**config.mk**
```make
export PLATFORM = sky130hd
export DESIGN_NAME = dotted_waveform_rasterizer
export DESIGN_NICKNAME = d
export VERILOG_FILES = /design/src/rtl/core/dwr_pkg.sv /design/src/rtl/core/dotted_waveform_rasterizer.sv /design/src/rtl/core/dwr_div.sv /design/src/rtl/core/dwr_sqrt.sv
export SDC_FILE = /design/constraint.sdc
export NUM_CORES = 2
export LEC_CHECK = 0
export ABC_AREA = 1
export ABC_CLOCK_PERIOD_IN_PS = 11580
export BUFFER_PORTS_ARGS = -buffer_cell sky130_fd_sc_hd__buf_2
export CAP_MARGIN = 20
export CORE_MARGIN = 3
export CORE_UTILIZATION = 25
export DETAILED_ROUTE_END_ITERATION = 10
export PLACE_DENSITY_LB_ADDON = 0.1
export SKIP_LAST_GASP = 1
export SLEW_MARGIN = 20
export SYNTH_ARGS = -nofsm -noshare
export SYNTH_HDL_FRONTEND = slang
export SYNTH_SLANG_ARGS = --single-unit
```
**constraint.sdc**
```tcl
create_clock -name clk -period 11.58 [get_ports clk]
set_input_delay 1.737 -clock clk [delete_from_list [all_inputs] [get_ports clk]]
set_output_delay 1.737 -clock clk [all_outputs]
set_load 0.1 [all_outputs]
```
**src/rtl/core/dwr_pkg.sv**
```systemverilog
// Shared constants and types of the dotted waveform rasterizer.
package dwr_pkg;

  localparam int MAX_DOTS = 64;
  localparam int MAX_DIM  = 1024;

  localparam int CFG_AW = 3;
  localparam int CFG_DW = 16;

  // Divider: remainder width and width of the low dividend bits shifted in
  localparam int DIV_RW = 36;
  localparam int DIV_LW = 28;
  localparam int DIV_CW = 5;

  // Square root: radicand and root widths
  localparam int SQ_DW = 38;
  localparam int SQ_RW = 35;
  localparam int SQ_SW = 40;
  localparam int SQ_CW = 6;

  typedef enum logic [CFG_AW-1:0] {
    REG_IMAGE_WIDTH  = 3'd0,
    REG_IMAGE_HEIGHT = 3'd1,
    REG_X_RANGE_LOW  = 3'd2,
    REG_X_RANGE_HIGH = 3'd3,
    REG_Y_RANGE_LOW  = 3'd4,
    REG_Y_RANGE_HIGH = 3'd5,
    REG_DOT_STEP     = 3'd6,
    REG_SAMPLES      = 3'd7
  } cfg_idx_t;

endpackage

```
**src/rtl/core/dotted_waveform_rasterizer.sv**
```systemverilog
// Top level: sequencer, shared multiplier, config registers and dot output.
//
//   channel | direction | handshake          | payload
//   in_     | slave     | in_tvalid/tready   | tdata sample/unit, tuser first_of_spike
//   out_    | master    | out_tvalid/tready  | tdata x/y/color, tlast, tuser truncated
//   cfg_    | write     | cfg_we             | cfg_addr, cfg_wdata
//
// One sample runs the two coordinate divisions plus, on a segment, the
// products and the square root, one division per dot on the shared divider,
// plus one remainder pass; the divider sets the pace.
// in_tready is high only while the sequencer is idle. A full output register
// holds the sequencer at the next dot. Reset restores register defaults and
// clears phase, previous point and sample index.
module dotted_waveform_rasterizer
  import dwr_pkg::*;
(
  input  logic              clk,
  input  logic              rst_n,
  input  logic              in_tvalid,
  output logic              in_tready,
  input  logic [23:0]       in_tdata,   // sample_value[15:0], unit_id[23:16]
  input  logic              in_tuser,   // first_of_spike
  output logic              out_tvalid,
  input  logic              out_tready,
  output logic [31:0]       out_tdata,  // pixel_x[9:0], pixel_y[19:10], color_index[27:20]
  output logic              out_tlast,  // last_dot
  output logic              out_tuser,  // truncated
  input  logic              cfg_we,
  input  logic [CFG_AW-1:0] cfg_addr,
  input  logic [CFG_DW-1:0] cfg_wdata
);

  typedef enum logic [4:0] {
    S_IDLE, S_MX, S_DX, S_DXW, S_MY, S_DY, S_DYW, S_DD, S_SQ1, S_SQ2, S_SQ3,
    S_D0, S_SQW, S_FL, S_C, S_LOOP, S_FW, S_PX, S_PY, S_PE, S_KADV, S_MODW,
    S_END, S_EMIT, S_FIN
  } state_t;

  state_t state_r, ret_r;

  // configuration
  logic [10:0] width_r, height_r, xhi_r, step_r, spc_r;
  logic signed [10:0] xlo_r;
  logic signed [15:0] ylo_r, yhi_r;

  // carried state
  logic [15:0]        phase_r;
  logic signed [11:0] prev_col_r;
  logic signed [17:0] prev_row_r;
  logic [10:0]        sidx_r;

  // item work registers
  logic signed [15:0] v_r;
  logic [7:0]         unit_r;
  logic               start_r;
  logic [10:0]        idx_r;
  logic signed [11:0] col_r;
  logic signed [17:0] row_r;
  logic signed [12:0] dx_r;
  logic signed [18:0] dy_r;
  logic [37:0]        d_r;
  logic [34:0]        r16_r;
  logic [19:0]        c_r;
  logic [20:0]        k_r;
  logic [17:0]        f_r;
  logic               neg_r;
  logic signed [25:0] cx_r, cy_r;
  logic [6:0]         count_r;
  logic               dropped_r;
  logic               pend_v_r;
  logic [9:0]         pend_x_r, pend_y_r;

  // output register
  logic        out_v_r;
  logic [9:0]  out_x_r, out_y_r;
  logic [7:0]  out_c_r;
  logic        out_last_r, out_trunc_r;

  // shared multiplier
  logic signed [19:0] mul_a, mul_b;
  logic signed [39:0] mul_p_r;

  // shared divider and root unit
  logic              div_go_r, sq_go_r;
  logic [DIV_RW-1:0] div_rem0_r, div_dvs_r;
  logic [DIV_LW-1:0] div_lo_r;
  logic [DIV_CW-1:0] div_nb_r;
  logic              div_done, sq_done;
  logic [DIV_LW-1:0] div_quo;
  logic [DIV_RW-1:0] div_rem;
  logic [SQ_RW-1:0]  sq_root;

  logic [10:0]        step_eff, spc_eff, wlim, hlim;
  logic signed [12:0] xnum, xden;
  logic signed [16:0] ynum, yden;
  logic [39:0]        pmag;
  logic [28:0]        qv;
  logic signed [24:0] rnd;
  logic [18:0]        fl;
  logic               out_free;
  logic               in_box;

  assign step_eff = (step_r == 11'd0) ? 11'd1 : step_r;
  assign spc_eff  = (spc_r == 11'd0) ? 11'd1 : spc_r;
  assign wlim     = (width_r < 11'(MAX_DIM)) ? width_r : 11'(MAX_DIM);
  assign hlim     = (height_r < 11'(MAX_DIM)) ? height_r : 11'(MAX_DIM);
  assign xnum     = $signed({2'b00, idx_r}) - 13'(xlo_r);
  assign xden     = $signed({2'b00, xhi_r}) - 13'(xlo_r);
  assign ynum     = 17'(v_r) - 17'(ylo_r);
  assign yden     = 17'(yhi_r) - 17'(ylo_r);
  assign pmag     = mul_p_r[39] ? 40'(-mul_p_r) : 40'(mul_p_r);
  assign qv       = {1'b0, div_quo};
  assign fl       = r16_r[34:16];
  assign out_free = !out_v_r || out_tready;
  assign in_box   = !cx_r[25] && (cx_r < $signed({15'd0, wlim})) &&
                    !cy_r[25] && (cy_r < $signed({15'd0, hlim}));

  // arithmetic shift of (p + 0.5) by 16 is the rounding of the reference
  logic signed [40:0] rsum;
  assign rsum = 41'(mul_p_r) + 41'sd32768;
  assign rnd  = rsum[40:16];

  always_comb begin
    mul_a = '0;
    mul_b = '0;
    unique case (state_r)
      S_MX:  begin mul_a = 20'(xnum); mul_b = $signed({9'd0, width_r}); end
      S_MY:  begin mul_a = 20'(ynum); mul_b = $signed({9'd0, height_r}); end
      S_SQ1: begin mul_a = 20'(dx_r); mul_b = 20'(dx_r); end
      S_SQ2: begin mul_a = 20'(dy_r); mul_b = 20'(dy_r); end
      S_FL:  begin mul_a = $signed({1'b0, fl}); mul_b = $signed({1'b0, fl}); end
      S_PX:  begin mul_a = 20'(dx_r); mul_b = $signed({2'b00, f_r}); end
      S_PY:  begin mul_a = 20'(dy_r); mul_b = $signed({2'b00, f_r}); end
      default: begin mul_a = '0; mul_b = '0; end
    endcase
  end

  always_ff @(posedge clk) begin
    mul_p_r <= mul_a * mul_b;
  end

  dwr_div u_div (
    .clk     (clk),
    .rst_n   (rst_n),
    .go      (div_go_r),
    .rem0    (div_rem0_r),
    .lo      (div_lo_r),
    .nbits   (div_nb_r),
    .divisor (div_dvs_r),
    .done    (div_done),
    .quo     (div_quo),
    .rem     (div_rem)
  );

  dwr_sqrt u_sqrt (
    .clk      (clk),
    .rst_n    (rst_n),
    .go       (sq_go_r),
    .radicand (d_r),
    .done     (sq_done),
    .root     (sq_root)
  );

  always_ff @(posedge clk) begin
    if (!rst_n) begin
      width_r    <= 11'd256;
      height_r   <= 11'd256;
      xlo_r      <= -11'sd1;
      xhi_r      <= 11'd64;
      ylo_r      <= -16'sd1024;
      yhi_r      <= 16'sd1024;
      step_r     <= 11'd10;
      spc_r      <= 11'd64;
    end else if (cfg_we) begin
      unique case (cfg_idx_t'(cfg_addr))
        REG_IMAGE_WIDTH:  width_r  <= cfg_wdata[10:0];
        REG_IMAGE_HEIGHT: height_r <= cfg_wdata[10:0];
        REG_X_RANGE_LOW:  xlo_r    <= $signed(cfg_wdata[10:0]);
        REG_X_RANGE_HIGH: xhi_r    <= cfg_wdata[10:0];
        REG_Y_RANGE_LOW:  ylo_r    <= $signed(cfg_wdata);
        REG_Y_RANGE_HIGH: yhi_r    <= $signed(cfg_wdata);
        REG_DOT_STEP:     step_r   <= cfg_wdata[10:0];
        REG_SAMPLES:      spc_r    <= cfg_wdata[10:0];
        default: ;
      endcase
    end
  end

  always_ff @(posedge clk) begin
    if (!rst_n) begin
      state_r    <= S_IDLE;
      ret_r      <= S_FIN;
      phase_r    <= '0;
      prev_col_r <= '0;
      prev_row_r <= '0;
      sidx_r     <= '0;
      out_v_r    <= 1'b0;
      pend_v_r   <= 1'b0;
      div_go_r   <= 1'b0;
      sq_go_r    <= 1'b0;
      count_r    <= '0;
      dropped_r  <= 1'b0;
    end else begin
      div_go_r <= 1'b0;
      sq_go_r  <= 1'b0;
      if (out_v_r && out_tready) out_v_r <= 1'b0;

      unique case (state_r)
        S_IDLE: begin
          if (in_tvalid) begin
            v_r       <= $signed(in_tdata[15:0]);
            unit_r    <= in_tdata[23:16];
            start_r   <= in_tuser || (sidx_r == 11'd0) || (sidx_r >= spc_eff);
            idx_r     <= (in_tuser || (sidx_r == 11'd0) || (sidx_r >= spc_eff)) ?
                         11'd0 : sidx_r;
            k_r       <= {5'd0, phase_r};
            count_r   <= '0;
            dropped_r <= 1'b0;
            state_r   <= S_MX;
          end
        end
        S_MX: state_r <= S_DX;
        S_DX: begin
          if (xden == 13'sd0) begin
            col_r   <= '0;
            state_r <= S_MY;
          end else begin
            div_go_r   <= 1'b1;
            div_rem0_r <= '0;
            div_lo_r   <= pmag[DIV_LW-1:0];
            div_nb_r   <= DIV_CW'(DIV_LW);
            div_dvs_r  <= DIV_RW'(xden[12] ? 13'(-xden) : xden);
            neg_r      <= mul_p_r[39] ^ xden[12];
            state_r    <= S_DXW;
          end
        end
        S_DXW: begin
          if (div_done) begin
            if (neg_r) col_r <= (qv > 29'd2048) ? -12'sd2048 : 12'(-qv[11:0]);
            else       col_r <= (qv > 29'd2047) ? 12'sd2047 : $signed(qv[11:0]);
            state_r <= S_MY;
          end
        end
        S_MY: state_r <= S_DY;
        S_DY: begin
          if (yden == 17'sd0) begin
            row_r   <= '0;
            state_r <= S_DD;
          end else begin
            div_go_r   <= 1'b1;
            div_rem0_r <= '0;
            div_lo_r   <= pmag[DIV_LW-1:0];
            div_nb_r   <= DIV_CW'(DIV_LW);
            div_dvs_r  <= DIV_RW'(yden[16] ? 17'(-yden) : yden);
            neg_r      <= mul_p_r[39] ^ yden[16];
            state_r    <= S_DYW;
          end
        end
        S_DYW: begin
          if (div_done) begin
            if (neg_r) row_r <= (qv > 29'd131072) ? -18'sd131072 : 18'(-qv[17:0]);
            else       row_r <= (qv > 29'd131071) ? 18'sd131071 : $signed(qv[17:0]);
            state_r <= S_DD;
          end
        end
        S_DD: begin
          dx_r    <= 13'(col_r) - 13'(prev_col_r);
          dy_r    <= 19'(row_r) - 19'(prev_row_r);
          state_r <= start_r ? S_END : S_SQ1;
        end
        S_SQ1: state_r <= S_SQ2;
        S_SQ2: begin
          d_r     <= mul_p_r[37:0];
          state_r <= S_SQ3;
        end
        S_SQ3: begin
          d_r     <= d_r + mul_p_r[37:0];
          state_r <= S_D0;
        end
        S_D0: begin
          if (d_r == 38'd0) begin
            state_r <= S_END;
          end else begin
            sq_go_r <= 1'b1;
            state_r <= S_SQW;
          end
        end
        S_SQW: begin
          if (sq_done) begin
            r16_r   <= sq_root;
            state_r <= S_FL;
          end
        end
        S_FL: state_r <= S_C;
        S_C: begin
          c_r     <= (mul_p_r[37:0] == d_r) ? {1'b0, fl} : {1'b0, fl} + 20'd1;
          state_r <= S_LOOP;
        end
        S_LOOP: begin
          div_go_r <= 1'b1;
          if (k_r < {1'b0, c_r}) begin
            // fraction k / r in 16.16, quotient fits 18 bits since k < r
            div_rem0_r <= {1'b0, k_r, 14'd0};
            div_lo_r   <= '0;
            div_nb_r   <= DIV_CW'(18);
            div_dvs_r  <= {1'b0, r16_r};
            state_r    <= S_FW;
          end else begin
            div_rem0_r <= '0;
            div_lo_r   <= {k_r[19:0], 8'd0};
            div_nb_r   <= DIV_CW'(20);
            div_dvs_r  <= {16'd0, c_r};
            state_r    <= S_MODW;
          end
        end
        S_FW: begin
          if (div_done) begin
            f_r     <= div_quo[17:0];
            state_r <= S_PX;
          end
        end
        S_PX: state_r <= S_PY;
        S_PY: begin
          cx_r    <= 26'(prev_col_r) + 26'(rnd);
          state_r <= S_PE;
        end
        S_PE: begin
          cy_r    <= 26'(prev_row_r) + 26'(rnd);
          ret_r   <= S_KADV;
          state_r <= S_EMIT;
        end
        S_KADV: begin
          k_r     <= k_r + {10'd0, step_eff};
          state_r <= S_LOOP;
        end
        S_MODW: begin
          if (div_done) begin
            k_r     <= {1'b0, div_rem[19:0]};
            state_r <= S_END;
          end
        end
        S_END: begin
          if (k_r == 21'd0) begin
            cx_r    <= 26'(col_r);
            cy_r    <= 26'(row_r);
            k_r     <= {10'd0, step_eff};
            ret_r   <= S_FIN;
            state_r <= S_EMIT;
          end else begin
            state_r <= S_FIN;
          end
        end
        S_EMIT: begin
          // hold one dot back so the final one can carry last and truncated
          if (!in_box) begin
            state_r <= ret_r;
          end else if (count_r >= 7'(MAX_DOTS)) begin
            dropped_r <= 1'b1;
            state_r   <= ret_r;
          end else if (!pend_v_r) begin
            pend_v_r <= 1'b1;
            pend_x_r <= cx_r[9:0];
            pend_y_r <= cy_r[9:0];
            count_r  <= count_r + 7'd1;
            state_r  <= ret_r;
          end else if (out_free) begin
            out_v_r     <= 1'b1;
            out_x_r     <= pend_x_r;
            out_y_r     <= pend_y_r;
            out_c_r     <= unit_r;
            out_last_r  <= 1'b0;
            out_trunc_r <= 1'b0;
            pend_x_r    <= cx_r[9:0];
            pend_y_r    <= cy_r[9:0];
            count_r     <= count_r + 7'd1;
            state_r     <= ret_r;
          end
        end
        S_FIN: begin
          if (!pend_v_r || out_free) begin
            if (pend_v_r) begin
              out_v_r     <= 1'b1;
              out_x_r     <= pend_x_r;
              out_y_r     <= pend_y_r;
              out_c_r     <= unit_r;
              out_last_r  <= 1'b1;
              out_trunc_r <= dropped_r;
              pend_v_r    <= 1'b0;
            end
            phase_r    <= (k_r > 21'd65535) ? 16'hFFFF : k_r[15:0];
            prev_col_r <= col_r;
            prev_row_r <= row_r;
            sidx_r     <= idx_r + 11'd1;
            state_r    <= S_IDLE;
          end
        end
        default: state_r <= S_IDLE;
      endcase
    end
  end

  assign in_tready  = (state_r == S_IDLE);
  assign out_tvalid = out_v_r;
  assign out_tdata  = {4'd0, out_c_r, out_y_r, out_x_r};
  assign out_tlast  = out_last_r;
  assign out_tuser  = out_trunc_r;

endmodule

```
**src/rtl/core/dwr_div.sv**
```systemverilog
// Restoring divider, one quotient bit per cycle, preset remainder allowed.
module dwr_div
  import dwr_pkg::*;
(
  input  logic              clk,
  input  logic              rst_n,
  input  logic              go,
  input  logic [DIV_RW-1:0] rem0,
  input  logic [DIV_LW-1:0] lo,
  input  logic [DIV_CW-1:0] nbits,
  input  logic [DIV_RW-1:0] divisor,
  output logic              done,
  output logic [DIV_LW-1:0] quo,
  output logic [DIV_RW-1:0] rem
);

  logic [DIV_RW-1:0] rem_r;
  logic [DIV_LW-1:0] lo_r;
  logic [DIV_LW-1:0] quo_r;
  logic [DIV_RW-1:0] div_r;
  logic [DIV_CW-1:0] cnt_r;
  logic              busy_r;
  logic              done_r;
  logic [DIV_RW:0]   trial;
  logic [DIV_RW:0]   diff;

  assign trial = {rem_r, lo_r[DIV_LW-1]};
  assign diff  = trial - {1'b0, div_r};

  always_ff @(posedge clk) begin
    if (!rst_n) begin
      busy_r <= 1'b0;
      done_r <= 1'b0;
      cnt_r  <= '0;
    end else begin
      done_r <= 1'b0;
      if (go) begin
        rem_r  <= rem0;
        lo_r   <= lo;
        quo_r  <= '0;
        div_r  <= divisor;
        cnt_r  <= nbits;
        busy_r <= 1'b1;
      end else if (busy_r) begin
        rem_r <= diff[DIV_RW] ? trial[DIV_RW-1:0] : diff[DIV_RW-1:0];
        quo_r <= {quo_r[DIV_LW-2:0], ~diff[DIV_RW]};
        lo_r  <= {lo_r[DIV_LW-2:0], 1'b0};
        cnt_r <= cnt_r - 1'b1;
        if (cnt_r == DIV_CW'(1)) begin
          busy_r <= 1'b0;
          done_r <= 1'b1;
        end
      end
    end
  end

  assign done = done_r;
  assign quo  = quo_r;
  assign rem  = rem_r;

endmodule

```
**src/rtl/core/dwr_sqrt.sv**
```systemverilog
// Bit-serial square root giving floor(sqrt(d * 2^32)), one root bit per cycle.
module dwr_sqrt
  import dwr_pkg::*;
(
  input  logic             clk,
  input  logic             rst_n,
  input  logic             go,
  input  logic [SQ_DW-1:0] radicand,
  output logic             done,
  output logic [SQ_RW-1:0] root
);

  logic [SQ_DW-1:0] ds_r;
  logic [SQ_SW-1:0] rem_r;
  logic [SQ_RW-1:0] root_r;
  logic [SQ_CW-1:0] cnt_r;
  logic             busy_r;
  logic             done_r;
  logic [SQ_SW-1:0] remn;
  logic [SQ_SW-1:0] trial;

  assign remn  = {rem_r[SQ_SW-3:0], ds_r[SQ_DW-1:SQ_DW-2]};
  assign trial = {3'b000, root_r, 2'b01};

  always_ff @(posedge clk) begin
    if (!rst_n) begin
      busy_r <= 1'b0;
      done_r <= 1'b0;
      cnt_r  <= '0;
    end else begin
      done_r <= 1'b0;
      if (go) begin
        ds_r   <= radicand;
        rem_r  <= '0;
        root_r <= '0;
        // one step per root bit
        cnt_r  <= SQ_CW'(SQ_RW);
        busy_r <= 1'b1;
      end else if (busy_r) begin
        ds_r <= {ds_r[SQ_DW-3:0], 2'b00};
        if (remn >= trial) begin
          rem_r  <= remn - trial;
          root_r <= {root_r[SQ_RW-2:0], 1'b1};
        end else begin
          rem_r  <= remn;
          root_r <= {root_r[SQ_RW-2:0], 1'b0};
        end
        cnt_r <= cnt_r - 1'b1;
        if (cnt_r == SQ_CW'(1)) begin
          busy_r <= 1'b0;
          done_r <= 1'b1;
        end
      end
    end
  end

  assign done = done_r;
  assign root = root_r;

endmodule

```
# Word level (Yosys, flattened, before mapping)
# Index checks and enable logic that the tools add are counted.
# word_totals
elab_cells,391
output_inout_bits,36
reg_bits,909
# op_classes
n_eq_ne,55
multipliers,1
mux,156
reduce_logical,73
addsub,23
magnitude_cmp,13
bitwise,7
# op_table
op,n
two-way mux 36 bit,9
one-hot mux 36 bit (3 select lines),2
two-way mux 28 bit,7
two-way mux 10 bit,16
two-way mux 38 bit,4
one-hot mux 20 bit (6 select lines),1
one-hot mux 5 bit (24 select lines),1
two-way mux 35 bit,3
one-hot mux 26 bit (2 select lines),2
one-hot mux 20 bit (5 select lines),1
two-way mux 18 bit,5
two-way mux 5 bit,18
one-hot mux 21 bit (4 select lines),1
one-hot mux 28 bit (3 select lines),1
one-hot mux 38 bit (2 select lines),1
two-way mux 21 bit,3
two-way mux 12 bit,5
< comparator 26 x 12 -> 1 bit,2
two-way mux 26 bit,2
two-way mux 8 bit,6
"== test 5 bit, second input constant",9
two-way mux 11 bit,4
"adder 40 x 17 -> 41 bit, second input constant",1
"== test 5 x 4 -> 1 bit, second input constant",8
other kinds (81),216

# Logic depth before layout (Yosys ltp)
# depth
ltp_word,8
ltp_mapped,44
ltp_nobuf,43

# By module
# From an unflattened synthesis, not the netlist that was laid out.
# unflattened
cells_unflattened,8772
area_unflattened_um2,70350.0
# modules_own_cells
module,seq_area_each_um2,cells_each,area_each_um2,n_inst
dotted_waveform_rasterizer,16926.2,6533,53741.5,1
dwr_div,3983.8,1140,8628.3,1
dwr_sqrt,3493.4,1099,7980.2,1

# Worst setup path before layout
# Ideal clock, no wire load.
# synth_path
kind,reg-to-reg
start,reg v_r[0]
end,reg mul_p_r[39]
path_stages_with_launch,39
setup_slack_ps,3295
period_less_slack_ps,8285
arrival_time_ps,8164
setup_ps,121
required_ps,11459
path_cell_list,edfxtp_1 inv_1 ha_1 fa_1 inv_1 nand3_1 nand2_1 nand3_1 nand3_1 nand3_1 nand2_1 nand2_1 nand2_1 a21o_1 nand3_2 inv_2 buf_2 nor2_1 [... 3 more ...] inv_1 fa_1 inv_1 fa_1 inv_1 fa_1 fa_1 inv_1 fa_1 inv_1 ha_1 a21o_1 a21boi_0 o221a_2 o2111ai_1 nand2_1 nand2_1 xor2_1
# synth_via
elab_chain_cells,3
# synth_lines
element,line,rtl
"start, declared",dotted_waveform_rasterizer.sv:53,logic signed [15:0] v_r;
"start signal, assigned",dotted_waveform_rasterizer.sv:211,v_r <= $signed(in_tdata[15:0]);
subtractor 16 x 16 -> 17 bit,dotted_waveform_rasterizer.sv:109,assign ynum = 17'(v_r) - 17'(ylo_r);
one-hot mux 20 bit (5 select lines),dotted_waveform_rasterizer.sv:126,unique case (state_r)
multiplier 20 x 20 -> 40 bit,dotted_waveform_rasterizer.sv:139,mul_p_r <= mul_a * mul_b;
"end signal, assigned",dotted_waveform_rasterizer.sv:139,
"end, declared",dotted_waveform_rasterizer.sv:81,logic signed [39:0] mul_p_r;
# Every way passes these cells.
# A chain may end at the register's enable or synchronous reset.

# Final worst setup path
# layout_path
start,reg state_r[4]
end,reg mul_p_r[39]
# layout_via
elab_chain_cells,4
elab_cells_between_ends,13
classes_between,mul (1); eq/ne (7); mux (2); reduce/logical (3)
# layout_lines
element,line,rtl
"start, declared",dotted_waveform_rasterizer.sv:39,"state_t state_r, ret_r;"
"start signal, assigned",dotted_waveform_rasterizer.sv:269,state_r <= start_r ? S_END : S_SQ1;
== test 5 bit or == test 5 x 4 -> 1 bit (tied branches),dotted_waveform_rasterizer.sv:126,
OR reduction 2 bit (no source line),--,
one-hot mux 20 bit (6 select lines) or one-hot mux 20 bit (5 select lines) (tied branches),dotted_waveform_rasterizer.sv:126,
multiplier 20 x 20 -> 40 bit *,dotted_waveform_rasterizer.sv:139,
# Every way passes the cells marked *; elsewhere a longest branch is shown, timed or not.

==> summary.md <==
| Metric | Value |
|---|---|
| CORE AREA | `272,000 sq um` |
| Setup CP Type | `reg -> reg` |
| Net Switching | `3310 uW` |
| Iter 0 DRT Violations | `4,289` |
| Via count | `56,900` |
| IO Port Bufs | `80` |
| Max Clk Rate | `0.102 GHz` |
| Antenna Nets Post-Route | `0` |
| CP required | `12,220 ps` |
| H-tree depth | `3` |
| HP Class | `reg -> reg` |
| Io pins | `85` |
| Most common cell after layout, fill and taps aside | `nand2_1` |
| Root buffer cell | `clkbuf_16` |
| Resized cells post-CTS | `0` |
| Critical Path Max Stage Delay | `1000 ps` |
| CP max-delay cell | `nor4_2` |
| Count of cell types in the netlist | `71` |
| Least-Margin Pin Slew | `1230 ps` |
| Max Slew Vio Count | `0` |
| GR Util All Layers | `20.3%` |
| Initial antenna violation count | `20` |
| Total routed wirelength | `289 mm` |
| Leakage power | `0.0343 uW` |
| Slew HR | `17.6%` |
| NumNets Final | `9,185` |
| CP Capture Type | `flip-flop` |
| Yosys reg bits | `889` |
| Critical Path Start Type | `flip-flop` |
| GP Congestion | `0.915` |
| Max clock buf depth | `3` |
| Die width | `529 microns` |
| FP Rows | `191` |
| Clock transition at the registers of the reported paths | `70 ps` |
| Vias per Instance | `4.76` |
| Cell Int Power | `6290 uW` |
| Register area share after synthesis | `35.7%` |
| Syn-to-layout area delta | `12.4%` |
| Count of final setup violators | `0` |
| Main flop type after synthesis | `edfxtp_1` |
| Layout Cells excl Fill | `11,900` |
| Logic pwr share | `22.3%` |
| Fin. Hold Viols | `0` |
| Gr ovfl total | `0` |
| Cell Area, Synth | `68,500 sq um` |
| Min Hold Slack | `413 ps` |
| Initial Utilization | `25.2%` |
| Post-Syn Instances | `8,234` |
| Unrepaired setup endpoints after global routing | `no` |
| CTS tree | `done` |
| Status | `finished, final reports clean` |
| Post-CTS setup buffer count | `0` |
| Syn Area/Cell | `8.31 sq um` |
| Arr. time, crit path | `10,460 ps` |
| R2r startpoint | `state_r[4]$_SDFFE_PN0P_` |
| Inst Count DP | `11,700` |
| Hold wc startpoint | `div_dvs_r[32]$_DFFE_PP_` |
| Largest net degree at the start of global routing | `73` |
| Die area | `280,000 sq um` |
| DRC violations left | `0` |
| First-pass GRT wire length | `416 mm` |
| CTS Buf Count | `106` |
| Commonest cells after routing, fill and taps aside | `nand2_1 (1,589), inv_1 (1,429), nor2_1 (716)` |
| Sequential power share | `39.8%` |
| Hold_buf cts | `0` |
| WL/cell | `24.2 microns` |
| Synth warnings | `0` |
| Critical Path Start | `state_r[4]$_SDFFE_PN0P_` |
| Worst clock skew | `70.1 ps` |
| Vias in the first global route | `57,800` |
| Clock power share | `37.9%` |
| Die span in y | `529 microns` |
| Worst-skew pair later-pin latency | `770 ps` |
| Total of max-cap violations | `0` |
| Clock sink count | `889` |
| Dpl hpwl | `236 mm` |
| Fraction of layout cells with a size suffix above 1 | `6.76%` |
| Final TNS setup | `0 ps` |
| Post-synth EDFFs | `660` |
| Power per Cell Area | `125 nW/um^2` |
| Worst vdd ir | `0.000123 V` |
| Switching share of total power | `34.5%` |
| Post-layout min period | `9820 ps` |
| Async S/R FF share, synth | `0%` |
| 1st-pass router iterations | `6` |
| Crit-path max FO | `18` |
| Period utilisation layout | `84.8%` |
==> per-stage QoR <==
| stage | total power [uW] | setup slack, ps | area, sq um | util [%] |
|---|---|---|---|---|
| after floorplan | 5090 | 3290 | 68500 | - |
| after global placement | 6040 | 1870 | 73100 | 26.9 |
| after detailed placement | 6040 | 1780 | 73100 | 26.9 |
| after CTS | 9730 | 1710 | 76900 | 28.3 |
| after global routing | 10100 | 1070 | 76900 | 28.3 |
| final | 9600 | 1760 | 76900 | 28.3 |
==> layer usage <==
layer / global-route usage, % / vias to the layer above / wire [microns]
met5: 0 / - / 26
met4: 5.70 / 4 / 8710
met3: 2.07 / 304 / 11600
met2: 34.6 / 1256 / 138000
met1: 27.3 / 28300 / 131000
li1: - / 27000 / -
==> synthesized netlist by cell type (18+ instances only) <==
cell type	number	area share, %
ha_1	427	7.8
xor2_1	155	2.0
clkbuf_1	140	0.77
inv_1	1431	7.8
nor4_1	53	0.48
o21ai_0	604	4.4
nor2_1	727	4.0
a22oi_1	31	0.34
or2_2	25	0.23
xnor2_1	100	1.3
o211ai_1	39	0.43
nor3_1	82	0.60
fa_1	431	13
a211oi_1	28	0.31
nand3_1	296	2.2
o21bai_1	26	0.29
nand3b_1	18	0.20
inv_2	46	0.25
buf_2	68	0.50
edfxtp_1	660	29
nand2_1	1589	8.7
nand2_2	26	0.24
o22ai_1	20	0.18
nand4_1	77	0.70
a21o_1	37	0.41
dfxtp_1	229	6.7
a21oi_1	554	4.1
a31oi_1	77	0.70
==> sequential cells by signal, summed over array words and instances (netlist names), 26 cells and up <==
signal and count:
cx_r 26, cy_r 26, d_r 38, div_dvs_r 36
div_lo_r 28, mul_p_r 40, r16_r 35, u_div.div_r 36
u_div.lo_r 28, u_div.quo 28, u_div.rem 36, u_sqrt.ds_r 38
u_sqrt.rem_r 38, u_sqrt.root 35
==> kinds of logic after synthesis <==
family | synth area share (%)
xor gates and xnor gates | 3.26
other | 0.0110
adders and majority gates | 20.4
DFF | 35.7
AOI/OAI and AO/OA | 12.5
and+or+nand+nor | 18.5
buffers and inverters | 9.67
==> area by class of cell <==
class | instances | area [sq um]
timing repair buffer | 168 | 1060
inverter | 1483 | 5570
clock inverter | 75 | 886
multi-input combinational | 5630 | 37600
antenna | 4 | 10.0
fill | 29300 | 195000
clock buffer | 127 | 2860
sequential | 889 | 24400
tap | 3570 | 4470
==> worst max-delay path: cells and delay by family (launching register included) <==
| family | cells | cell delay, ps |
|---|---|---|
| flops | 1 | 590 |
| fa+ha+maj | 8 | 4570 |
| compound gates | 4 | 880 |
| xor+xnor | 1 | 140 |
| simple gates | 7 | 1830 |
| buf+inv | 10 | 1650 |
==> path summary, 6_finish.rpt <==
kind	cells after the start	endpoint	slack (ps)
worst max-delay path	30	mul_p_r[39]$_DFF_P_	1760
worst min-delay path	0	u_div.div_r[32]$_DFFE_PP_	410
worst min register to register	0	u_div.div_r[32]$_DFFE_PP_	410
worst max register to register	30	mul_p_r[39]$_DFF_P_	1760
==> power by group through the flow <==
stage | sequential (uW) | clock, uW | combinational, uW
2_1_floorplan | 3800 | 0 | 1290
3_3_place_gp | 3890 | 0 | 2150
3_5_place_dp | 3890 | 0 | 2150
4_1_cts | 3820 | 3750 | 2150
5_1_grt | 3840 | 3870 | 2340
6_report | 3820 | 3630 | 2140
Power figures use the tool's default switching activity.
